<file path="src/kcd_pkg.sv">
`timescale 1ns / 1ps
`default_nettype none

package kcd_pkg;

  localparam int unsigned TableLen = 58;

  localparam logic [7:0] ScanPrefix   = 8'hE0;
  localparam logic [6:0] KeyLShift    = 7'h2A;
  localparam logic [6:0] KeyRShift    = 7'h36;
  localparam logic [6:0] KeyCtrl      = 7'h1D;
  localparam logic [6:0] KeyAlt       = 7'h38;
  localparam logic [6:0] KeyCapsLock  = 7'h3A;
  localparam logic [6:0] KeyC         = 7'h2E;
  localparam logic [6:0] KeyEnter     = 7'h1C;
  localparam logic [6:0] KeyBackspace = 7'h0E;
  localparam logic [6:0] KeyTab       = 7'h0F;

  localparam logic [7:0] ChEtx        = 8'h03;
  localparam logic [7:0] ChLineFeed   = 8'h0A;
  localparam logic [7:0] ChBackspace  = 8'h08;
  localparam logic [7:0] ChTab        = 8'h09;

  localparam logic [7:0] EnPlain [TableLen] = '{
    8'h00, 8'h00, 8'h31, 8'h32, 8'h33, 8'h34, 8'h35, 8'h36,
    8'h37, 8'h38, 8'h39, 8'h30, 8'h2D, 8'h3D, 8'h08, 8'h09,
    8'h71, 8'h77, 8'h65, 8'h72, 8'h74, 8'h79, 8'h75, 8'h69,
    8'h6F, 8'h70, 8'h5B, 8'h5D, 8'h0A, 8'h00, 8'h61, 8'h73,
    8'h64, 8'h66, 8'h67, 8'h68, 8'h6A, 8'h6B, 8'h6C, 8'h3B,
    8'h27, 8'h60, 8'h00, 8'h5C, 8'h7A, 8'h78, 8'h63, 8'h76,
    8'h62, 8'h6E, 8'h6D, 8'h2C, 8'h2E, 8'h2F, 8'h00, 8'h2A,
    8'h00, 8'h20
  };

  localparam logic [7:0] EnShift [TableLen] = '{
    8'h00, 8'h00, 8'h21, 8'h40, 8'h23, 8'h24, 8'h25, 8'h5E,
    8'h26, 8'h2A, 8'h28, 8'h29, 8'h5F, 8'h2B, 8'h08, 8'h09,
    8'h51, 8'h57, 8'h45, 8'h52, 8'h54, 8'h59, 8'h55, 8'h49,
    8'h4F, 8'h50, 8'h7B, 8'h7D, 8'h0A, 8'h00, 8'h41, 8'h53,
    8'h44, 8'h46, 8'h47, 8'h48, 8'h4A, 8'h4B, 8'h4C, 8'h3A,
    8'h22, 8'h7E, 8'h00, 8'h7C, 8'h5A, 8'h58, 8'h43, 8'h56,
    8'h42, 8'h4E, 8'h4D, 8'h3C, 8'h3E, 8'h3F, 8'h00, 8'h2A,
    8'h00, 8'h20
  };

  localparam logic [7:0] RuPlain [TableLen] = '{
    8'h00, 8'h00, 8'h31, 8'h32, 8'h33, 8'h34, 8'h35, 8'h36,
    8'h37, 8'h38, 8'h39, 8'h30, 8'h2D, 8'h3D, 8'h08, 8'h09,
    8'hA9, 8'hE6, 8'hE3, 8'hAA, 8'hA5, 8'hAD, 8'hA3, 8'hE8,
    8'hE9, 8'hA7, 8'hE5, 8'hEA, 8'h0A, 8'h00, 8'hE4, 8'hEB,
    8'hA2, 8'hA0, 8'hAF, 8'hE0, 8'hAE, 8'hAB, 8'hA4, 8'hA6,
    8'hED, 8'hF1, 8'h00, 8'h5C, 8'hEF, 8'hE7, 8'hE1, 8'hAC,
    8'hA8, 8'hE2, 8'hEC, 8'hA1, 8'hEE, 8'h2E, 8'h00, 8'h2A,
    8'h00, 8'h20
  };

  typedef struct packed {
    logic shift;
    logic caps;
    logic ctrl;
    logic russian;
  } kcd_mods_t;

  typedef struct packed {
    logic       caps_on;
    logic       layout_russian;
    logic [7:0] char_code;
    logic       char_valid;
  } kcd_result_t;

endpackage

`default_nettype wire

</file>
<file path="src/kcd_char_map.sv">
`timescale 1ns / 1ps
`default_nettype none

module kcd_char_map import kcd_pkg::*; (
  input  wire logic [6:0] code_i,
  input  kcd_mods_t       mods_i,
  output logic            char_valid_o,
  output logic [7:0]      char_code_o
);

  logic       in_table;
  logic       en_letter;
  logic       upper;
  logic [5:0] idx;
  logic [7:0] ru_v;
  logic [7:0] mapped;
  logic       keep;

  assign in_table  = code_i < 7'(TableLen);
  assign idx       = in_table ? code_i[5:0] : 6'd0;
  assign en_letter = (code_i >= 7'h10 && code_i <= 7'h19) ||
                     (code_i >= 7'h1E && code_i <= 7'h26) ||
                     (code_i >= 7'h2C && code_i <= 7'h32);
  assign upper     = mods_i.shift ^ mods_i.caps;
  assign ru_v      = RuPlain[idx];

  always_comb begin
    mapped = 8'h00;
    if (in_table) begin
      if (!mods_i.russian) begin
        if (en_letter ? upper : mods_i.shift) begin
          mapped = EnShift[idx];
        end else begin
          mapped = EnPlain[idx];
        end
      end else if (!upper) begin
        mapped = ru_v;
      end else if (ru_v == 8'hF1) begin
        mapped = 8'hF0;
      end else if (ru_v >= 8'hA0 && ru_v <= 8'hAF) begin
        mapped = ru_v - 8'h20;
      end else if (ru_v >= 8'hE0 && ru_v <= 8'hEF) begin
        mapped = ru_v - 8'h50;
      end else begin
        mapped = ru_v;
      end
    end
  end

  assign keep = (mapped >= 8'h20 && mapped <= 8'h7E) ||
                (mods_i.russian && ((mapped >= 8'h80 && mapped <= 8'hAF) ||
                                    (mapped >= 8'hE0 && mapped <= 8'hF1)));

  always_comb begin
    char_valid_o = 1'b1;
    char_code_o  = mapped;
    if (mods_i.ctrl && code_i == KeyC) begin
      char_code_o = ChEtx;
    end else if (code_i == KeyEnter) begin
      char_code_o = ChLineFeed;
    end else if (code_i == KeyBackspace) begin
      char_code_o = ChBackspace;
    end else if (code_i == KeyTab) begin
      char_code_o = ChTab;
    end else if (!keep) begin
      char_valid_o = 1'b0;
      char_code_o  = 8'h00;
    end
  end

endmodule

`default_nettype wire

</file>
<file path="src/keyboard_scancode_to_char_decoder_top.sv">
// Channel  Dir  Payload (tdata, lowest bit first)
// s_axis   in   [7:0] scan_byte
// m_axis   out  [0] char_valid, [8:1] char_code, [9] layout_russian, [10] caps_on, [15:11] 0
//
// Each accepted scan byte yields one result beat, registered and presented in the cycle after it is accepted.
// A byte is decoded and all key state is updated in the cycle it is accepted.
// One byte per cycle is sustained; the single output register stalls input only
// while a result waits and m_axis_tready is low.
// Reset clears all modifier, lock and layout state and the held-key map.
`timescale 1ns / 1ps
`default_nettype none

module keyboard_scancode_to_char_decoder_top import kcd_pkg::*; (
  input  wire logic        clk_i,
  input  wire logic        rst_ni,
  input  wire logic        s_axis_tvalid,
  output logic             s_axis_tready,
  input  wire logic [7:0]  s_axis_tdata,   // [7:0] scan_byte
  output logic             m_axis_tvalid,
  input  wire logic        m_axis_tready,
  output logic [15:0]      m_axis_tdata    // char_valid, char_code, layout_russian, caps_on
);

  logic         prefix_q, prefix_d;
  logic         shift_q, shift_d;
  logic         ctrl_q, ctrl_d;
  logic         alt_q, alt_d;
  logic         caps_q, caps_d;
  logic         russian_q, russian_d;
  logic         latch_q, latch_d;
  logic [127:0] held_q, held_d;
  logic         out_valid_q, out_valid_d;
  kcd_result_t  res_q, res_d;

  logic       accept;
  logic [6:0] code;
  logic       released;
  logic       map_valid;
  logic [7:0] map_code;
  logic       emit_char;
  kcd_mods_t  mods;

  assign code     = s_axis_tdata[6:0];
  assign released = s_axis_tdata[7];
  assign s_axis_tready = !out_valid_q || m_axis_tready;
  assign accept   = s_axis_tvalid && s_axis_tready;

  assign mods = '{shift: shift_q, caps: caps_q, ctrl: ctrl_q, russian: russian_q};

  kcd_char_map u_char_map (
    .code_i       (code),
    .mods_i       (mods),
    .char_valid_o (map_valid),
    .char_code_o  (map_code)
  );

  always_comb begin
    logic chord;
    chord     = 1'b0;
    prefix_d  = prefix_q;
    shift_d   = shift_q;
    ctrl_d    = ctrl_q;
    alt_d     = alt_q;
    caps_d    = caps_q;
    russian_d = russian_q;
    latch_d   = latch_q;
    held_d    = held_q;
    emit_char = 1'b0;
    if (s_axis_tdata == ScanPrefix) begin
      prefix_d = 1'b1;
    end else if (prefix_q) begin
      prefix_d = 1'b0;
      if (code == KeyCtrl) begin
        ctrl_d = !released;
      end else if (code == KeyAlt) begin
        alt_d = !released;
        chord = 1'b1;
      end
    end else if (code == KeyLShift || code == KeyRShift) begin
      shift_d = !released;
      chord   = 1'b1;
    end else if (code == KeyCtrl) begin
      ctrl_d = !released;
    end else if (code == KeyAlt) begin
      alt_d = !released;
      chord = 1'b1;
    end else if (released) begin
      held_d[code] = 1'b0;
    end else if (!held_q[code]) begin
      held_d[code] = 1'b1;
      if (code == KeyCapsLock) begin
        caps_d = !caps_q;
      end else begin
        emit_char = map_valid;
      end
    end
    if (chord) begin
      if (alt_d && shift_d && !latch_q) begin
        russian_d = !russian_q;
        latch_d   = 1'b1;
      end
      if (!alt_d && !shift_d) begin
        latch_d = 1'b0;
      end
    end
  end

  always_comb begin
    res_d.char_valid     = emit_char;
    res_d.char_code      = emit_char ? map_code : 8'h00;
    res_d.layout_russian = russian_d;
    res_d.caps_on        = caps_d;
    out_valid_d = out_valid_q;
    if (accept) begin
      out_valid_d = 1'b1;
    end else if (m_axis_tready) begin
      out_valid_d = 1'b0;
    end
  end

  always_ff @(posedge clk_i or negedge rst_ni) begin
    if (!rst_ni) begin
      prefix_q    <= 1'b0;
      shift_q     <= 1'b0;
      ctrl_q      <= 1'b0;
      alt_q       <= 1'b0;
      caps_q      <= 1'b0;
      russian_q   <= 1'b0;
      latch_q     <= 1'b0;
      held_q      <= '0;
      out_valid_q <= 1'b0;
    end else begin
      out_valid_q <= out_valid_d;
      if (accept) begin
        prefix_q  <= prefix_d;
        shift_q   <= shift_d;
        ctrl_q    <= ctrl_d;
        alt_q     <= alt_d;
        caps_q    <= caps_d;
        russian_q <= russian_d;
        latch_q   <= latch_d;
        held_q    <= held_d;
      end
    end
  end

  always_ff @(posedge clk_i) begin
    if (accept) begin
      res_q <= res_d;
    end
  end

  assign m_axis_tvalid = out_valid_q;
  assign m_axis_tdata  = {5'b0, res_q};

endmodule

`default_nettype wire

</file>
<file path="config.mk">
export PLATFORM = sky130hd
export DESIGN_NAME = keyboard_scancode_to_char_decoder_top
export DESIGN_NICKNAME = d
export VERILOG_FILES = /design/src/kcd_pkg.sv /design/src/kcd_char_map.sv /design/src/keyboard_scancode_to_char_decoder_top.sv
export SDC_FILE = /design/constraint.sdc
export NUM_CORES = 1
export LEC_CHECK = 0
export BUFFER_PORTS_ARGS = -buffer_cell sky130_fd_sc_hd__buf_2
export CORE_ASPECT_RATIO = 1.2
export CORE_MARGIN = 1.5
export CORE_UTILIZATION = 58
export CTS_CLUSTER_DIAMETER = 50
export CTS_CLUSTER_SIZE = 10
export DETAILED_ROUTE_END_ITERATION = 12
export PLACE_DENSITY = 0.75
export SLEW_MARGIN = 40
export SYNTH_ARGS = -nofsm -noshare
export SYNTH_HDL_FRONTEND = slang
export SYNTH_SLANG_ARGS = --single-unit
</file>
<file path="constraint.sdc">
create_clock -name clk_i -period 4.6 [get_ports clk_i]
set_input_delay 0.92 -clock clk_i [delete_from_list [all_inputs] [get_ports clk_i]]
set_output_delay 0.92 -clock clk_i [all_outputs]
set_load 0.02 [all_outputs]
</file>
==> results.md, run 1 <==
* Top Ports at 30
* WL final at around 35000 um
* Crit path required time at between 4 and 5 ns
* CP arrival at between 4 and 5 ns
* Hold_buf cts at 0
* Pre-CTS setup slack at -0.330 ns
* Slowest stage delay, CP at ~0.52 ns
* Final Max Tran Viols at 0
* Netlist Area Pre-Place at 0.00984 sq mm
* Post-synth EDFFs at 11
* Post-synth top flop: dfrtp_1
* FMAX at ~0.22 GHz
* Tot GR Track Use at slightly above 40%
* Setup TNS at 0 ns
* H-tree depth at 4
* Worst-Margin Slew at about 0.74 ns
* Cells after Synth at around 1000
* Via/cell ratio at 6.99
* Ratio of cells with drive above 1 in the final layout at between 30% and 40%
* Die ar. at approximately 0.018 sq mm
* Async SR Flop Fraction at 92.5%
* Clock transition at path regs at around 0.070 ns
* Gr ovfl total at 0
* Synth unique cells at 91
* Crit path cell chain: buf_2 -> buf_4 -> buf_12 -> buf_6 -> mux4_2 -> mux4_2 -> mux4_2 -> mux2i_1 -> nor2_1 -> nor3_1 -> buf_4 -> and3_1 -> nand2_1 -> buf_4 -> o21ai_0 -> o31ai_1
* Seq/Total Area, Yosys at between 30 and 40%
* Final-stage net count at approximately 1200
* Initial Utilization at roughly three fifths
* Core area at ~0.016 sq mm
* Drt pass-1 iters at 6
* CTS Buf Count at 17
* Area leader, netlist: dfrtp_1
* Largest net degree at the start of global routing at about 70
* Hpwl dp at ~23000 um
* Vias in the first global route at about 10000
* Pleak at between 5 and 6 nW
* Endpoints failing setup at 0
* Largest cells by area after synthesis: dfrtp_1 (35%), o31ai_1 (9.7%), mux4_2 (9.6%)
* DR iter-0 viols at ~950
* Peak VDD IR at between 0.0003 and 0.0004 V
* # port buffers at 24
* Min Clock Period, post-route at about 4.5 ns
* Clk sinks at ~150
* Die X at approximately 120 um
* Avg Synthesized Cell Area at between 9 and 10 sq um
* Synth top area share at between 30% and 40%
* Synth Register Bits at 147
* Chip height at 146 um
* Max_cap viols at 0
* Maximum root-to-sink buffer count at 2
* Residual DRC at 0
* Maximum fanout along the worst path at 45
* Slowest cell on crit path: mux4_2
* Relative max-transition margin at 50.7%
* Worst Setup Start Kind: input pin
* CTS Root Cell: clkbuf_16
* Worst path buffer plus inverter count at 6
* Post-CTS sizing at 0
* Initial antenna violation count at 0
* Worst Skew at 0.0116 ns
* Cell Pwr Density at between 300 and 400 mW/mm^2
* Final WS setup at 0.116 ns
* Worst skew pair latency at 0.43 ns
* Post-CTS Setup Bufs at 0
* Layout area overhead at 25.6%
* Antenna-violating nets left at 0
* First-pass GRT wire length at around 55000 um
* Vias at 9865
* Diode count at 0
* Gpl congestion at 1.06
* Critical path endpoint category: flop
* Hold Slack at 0.379 ns
* CP Class: input pin to flop
* Crit path max-delay family: multiplexers
* Routed len/inst at 24.5 um
* Row count at between 50 and 60
* Ys Warns at 0
* Fin. Hold Viols at 0
* Tightest Hold Check Type: input pin to asynchronous set/reset pin
* CTS tree: yes
* Status: completed
* Final period utilization at 97.5%
[power by group]
part	switching [mW]	leakage (nW)	internal (mW)
registers	0.0552	1.98	1.38
logic	0.559	2.90	0.410
clock network	0.586	0.296	0.896
total	1.20	5.18	2.69
[kinds of logic after synthesis]
kind of cell               Yosys count  synth area share [%]
DFF                                147                  38.0
buffers and inverters              131                  6.19
adders and majority gates           18                  2.29
AOI/OAI and AO/OA                  435                  29.9
other                                1                0.0381
muxes                               46                  10.0
and+or+nand+nor                    241                  12.9
xor gates and xnor gates             8                 0.712
[cells in the mapped netlist (7+ instances only)]
cell type,n
o21ai_0,160
dfrtp_1,136
o31ai_1,127
nand2_1,80
clkbuf_1,59
mux4_2,42
nor2_1,35
buf_2,31
a21oi_1,28
nor3_1,22
inv_1,20
ha_1,18
nand3_1,17
nand2b_1,15
o211ai_1,14
buf_4,11
edfxtp_1,11
nor2b_1,9
a31oi_1,8
o22ai_1,7
or3_1,7
[cell usage in the layout (no fill, tap or decap), types with 18 or more instances in the layout]
cell / instances
nor2_1: 33
buf_2: 22
nand2_1: 73
buf_4: 214
o31ai_1: 126
nor3_1: 20
a21oi_1: 27
mux4_2: 42
o21ai_0: 157
dfrtp_1: 136
clkbuf_16: 18
[path summary, 6_finish.rpt]
check	from	to	slack, ns	cells after the start
max	s_axis_tdata[1]	flop	0.12	16
min	rst_ni	asynchronous set/reset pin	0.38	1
max reg2reg	flop	flop	0.81	12
min reg2reg	flop	flop	0.38	0
max in group asynchronous	rst_ni	asynchronous set/reset pin	3.24	3
min in group clk_i	flop	flop	0.38	0
[through the flow]
| step | std cells | area (sq um) | utilization [%] | power [mW] |
|---|---|---|---|---|
| global route | 1411 | 12300 | 75.3 | 4.01 |
| CTS | 1411 | 12300 | 74.9 | 3.86 |
| finish | 1411 | 12300 | 75.3 | 3.89 |
| floorplan | 1031 | 10100 | - | 1.98 |
| detailed placement | 1380 | 11700 | 71.1 | 2.39 |
| global placement | 1379 | 11600 | 70.9 | 2.37 |
[per-layer routing]
metal  global-route usage, %  up-vias  part of all wire, %
li1                        -     4289                    -
met1                    50.2     4768                   37
met2                    66.2      643                   49
met3                    6.97      165                  8.5
met4                    24.1        0                  6.0
met5                       0        -                    0
[layout make-up]
class / count / area (sq um)
Fill cell: 1105 / 4050
Clock buffer: 19 / 454
Timing Repair Buffer: 247 / 1910
Multi-Input combinational cell: 753 / 5730
Clock inverter: 12 / 170
Tap cell: 212 / 265
Sequential cell: 147 / 3730
Inverter: 21 / 86.3
Note: power is estimated with default switching activity, not from simulation.
==> run 2, diff against run 1 <==
- CELL_PAD_IN_SITES_DETAIL_PLACEMENT: not set -> 0
- CELL_PAD_IN_SITES_GLOBAL_PLACEMENT: not set -> 2
- CORE_UTILIZATION: 58 -> 44
- PLACE_DENSITY: 0.75 -> not set
- PLACE_DENSITY_LB_ADDON: not set -> 0.1
==> run 2 against run 1 <==
Against the previous run:
- the run now ends with DRC left
- flip-flop and latch count unchanged
- combinational power up 7%
- final cell count up 5.6%
- count of clock-buffer cells in the layout unchanged
- die area up 31%
- worst hold slack worse by 0.030 ns
- largest power group is now registers
- highest routed layer unchanged
==> results.md, run 2 (synthesized netlist as in run 1, its figures left out) <==
* Gpl congestion at 0.992 (was 1.06)
* Met3 Use GR at 3.65% (was 6.97%)
* Core area at 0.0218 sq mm (was 0.0164 sq mm)
* Slowest cell on crit path: a2111o_1 (was mux4_2)
* Placed Cells at 1450 (was 1380)
* Ratio of cells with drive above 1 in the final layout at 34.5% (was 32.2%)
* DR iter-0 viols at 907 (was 953)
* Commonest cells after routing, fill and taps aside: buf_4 (221), o21ai_0 (154), dfrtp_1 (136), o31ai_1 (124), nand2_1 (72) (was buf_4 (214), o21ai_0 (157), dfrtp_1 (136), o31ai_1 (126), nand2_1 (73))
* Worst skew pair latency at 0.43 ns (about the same)
* Reg2Reg Depth at 11 (was 12)
* Tightest Hold Check Type: input pin to asynchronous set/reset pin (unchanged)
* Maximum root-to-sink buffer count at 2 (unchanged)
* Crit path cell chain: buf_2 -> o2111a_2 -> nor2_4 -> nand2_4 -> ha_4 -> buf_4 -> a21oi_4 -> a211oi_2 -> o32a_1 -> a2111o_1 -> buf_6 -> o31ai_4 -> nand2_1 -> o31a_1 -> buf_12 -> xor2_4 -> a211oi_4 -> buf_6 -> o22ai_1 (was buf_2 -> buf_4 -> buf_12 -> buf_6 -> mux4_2 -> mux4_2 -> mux4_2 -> mux2i_1 -> nor2_1 -> nor3_1 -> buf_4 -> and3_1 -> nand2_1 -> buf_4 -> o21ai_0 -> o31ai_1)
* Max_cap viols at 0 (unchanged)
* Drt pass-1 iters at 9 (was 6)
* Worst path buffer plus inverter count at 5 (was 6)
* CTS Root Cell: clkbuf_16 (unchanged)
* Finished Layout Cells at 1490 (was 1411)
* Gr ovfl total at 0 (unchanged)
* Initial Utilization at 45.2% (was 60.0%)
* Failing checks: DRC
* Diode count at 0 (unchanged)
* Maximum fanout along the worst path at 5 (was 45)
* Endpoints failing setup at 0 (unchanged)
* Final WS setup at 0.0685 ns (was 0.116 ns)
* FMAX at 0.221 GHz (was 0.223 GHz)
* Fin. Hold Viols at 0 (unchanged)
* Worst Skew at 0.0214 ns (was 0.0116 ns)
* Fin util at 58.3% (was 75.3%)
* Met1 usage at 37.7% (was 50.2%)
* Tot GR Track Use at 30.9% (was 40.6%)
* WL final at 35300 um (was 34600 um)
* Initial antenna violation count at 0 (unchanged)
* Worst Setup Start Kind: input pin (unchanged)
* CTS tree: yes (unchanged)
* Vias in the first global route at 9709 (was 9985)
* Hpwl dp at 25300 um (was 23200 um)
* Routed len/inst at 23.7 um (was 24.5 um)
* # port buffers at 24 (unchanged)
* Clock transition at path regs at 0.07 ns (about the same)
* Largest net degree at the start of global routing at 123 (was 72)
* Antenna-violating nets left at 0 (unchanged)
* Slowest stage delay, CP at 0.53 ns (was 0.52 ns)
* GRT Max-Usage Layer: met2 (unchanged)
* CP Class: input pin to flop (unchanged)
* Critical path endpoint category: flop (unchanged)
* First-pass GRT wire length at 55400 um (was 55100 um)
* Peak VDD IR at 0.000379 V (was 0.000347 V)
* Worst-Margin Slew at 0.808 ns (was 0.737 ns)
* Met2 usage at 52.8% (was 66.2%)
* Final Max Tran Viols at 0 (unchanged)
* Relative max-transition margin at 45.4% (was 50.7%)
* CTS Buf Count at 17 (unchanged)
* Vias at 9547 (was 9865)
* R2R setup slack at 0.90 ns (was 0.81 ns)
* Min Clock Period, post-route at 4.53 ns (was 4.48 ns)
* Crit path top cell by count: buf_6
* Clk sinks at 147 (unchanged)
* Final-stage net count at 1233 (was 1217)
* Chip height at 167 um (was 146 um)
* Row count at 59 (was 51)
* Crit path max-delay family: compound AO/OA/AOI/OAI gates (was multiplexers)
* CP arrival at 4.72 ns (was 4.75 ns)
* Status: finished with violations (was completed)
* Commonest non-fill, non-tap cell in the layout: buf_4 (unchanged)
* Via/cell ratio at 6.41 (was 6.99)
* Pleak at 5.26 nW (was 5.18 nW)
* Top Ports at 30 (unchanged)
* Cell Pwr Density at 301 mW/mm^2 (was 315 mW/mm^2)
* Residual DRC at 2 (was 0)
* Pre-CTS setup slack at -0.469 ns (was -0.330 ns)
* H-tree depth at 4 (unchanged)
* Final period utilization at 98.5% (was 97.5%)
* Die X at 139 um (was 122 um)
* Crit path required time at 4.78 ns (was 4.87 ns)
* Setup TNS at 0 ns (unchanged)
* Layout area overhead at 29.0% (was 25.6%)
* Die ar. at 0.0233 sq mm (was 0.0178 sq mm)
==> run 2: changes by cell type in the layout (fill, tap and decap cells not counted), sizes merged <==
cell / previous run / this run
clkinv: 1 / 7
clkbuf: 19 / 20
bufinv: 3 / 1
buf: 247 / 262
inv: 26 / 23
==> run 2: what timing repair did <==
action | 4_1_cts | 5_1_grt
endpoints found under the setup margin | 1 | 9
gates cloned | 0 | 1
hold buffers | 0 | 0
setup buffers | 1 | 6
gates resized for setup | 6 | 46
pin swaps | 7 | 27
==> run 2: routing by layer <==
| layer | wire length, um | share of wire [%] |
|---|---|---|
| met3 | 1770 | 5.0 |
| met2 | 17600 | 50 |
| met4 | 2230 | 6.3 |
| met5 | 0 | 0 |
| met1 | 13700 | 39 |
==> run 2: power breakdown <==
group | switching, mW | internal [mW]
Clock | 0.581 | 0.769
Sequential | 0.0508 | 1.38
Combinational | 0.589 | 0.447
==> run 2: how the worst max path moves through the flow <==
stage,from,cells past startpoint,endpoint
after floorplan,s_axis_tdata[4],20,m_axis_tdata[1]
after CTS,s_axis_tdata[1],19,m_axis_tdata[4]
after global placement,s_axis_tdata[1],19,m_axis_tdata[4]
after detailed placement,s_axis_tdata[1],21,m_axis_tdata[4]
final,s_axis_tdata[2],19,m_axis_tdata[1]
after global routing,s_axis_tdata[4],19,m_axis_tdata[1]
==> run 2: final cells by class <==
cell class	instances	area, sq um
repair buffers	263	2090
multi-input cells	753	5870
flip-flops and latches	147	3730
clock inverters	13	129
inverters	21	90.1
well taps	274	343
fillers	1821	9090
clock buffers	19	443
==> run 2: through the flow <==
stage	total power, mW	hold slack, ns	area [sq um]
after floorplan	1.98	0.424	10100
after global placement	2.39	0.360	11800
after detailed placement	2.41	0.362	11800
after CTS	3.76	0.377	12400
after global routing	3.96	0.349	12700
final	3.82	0.349	12700
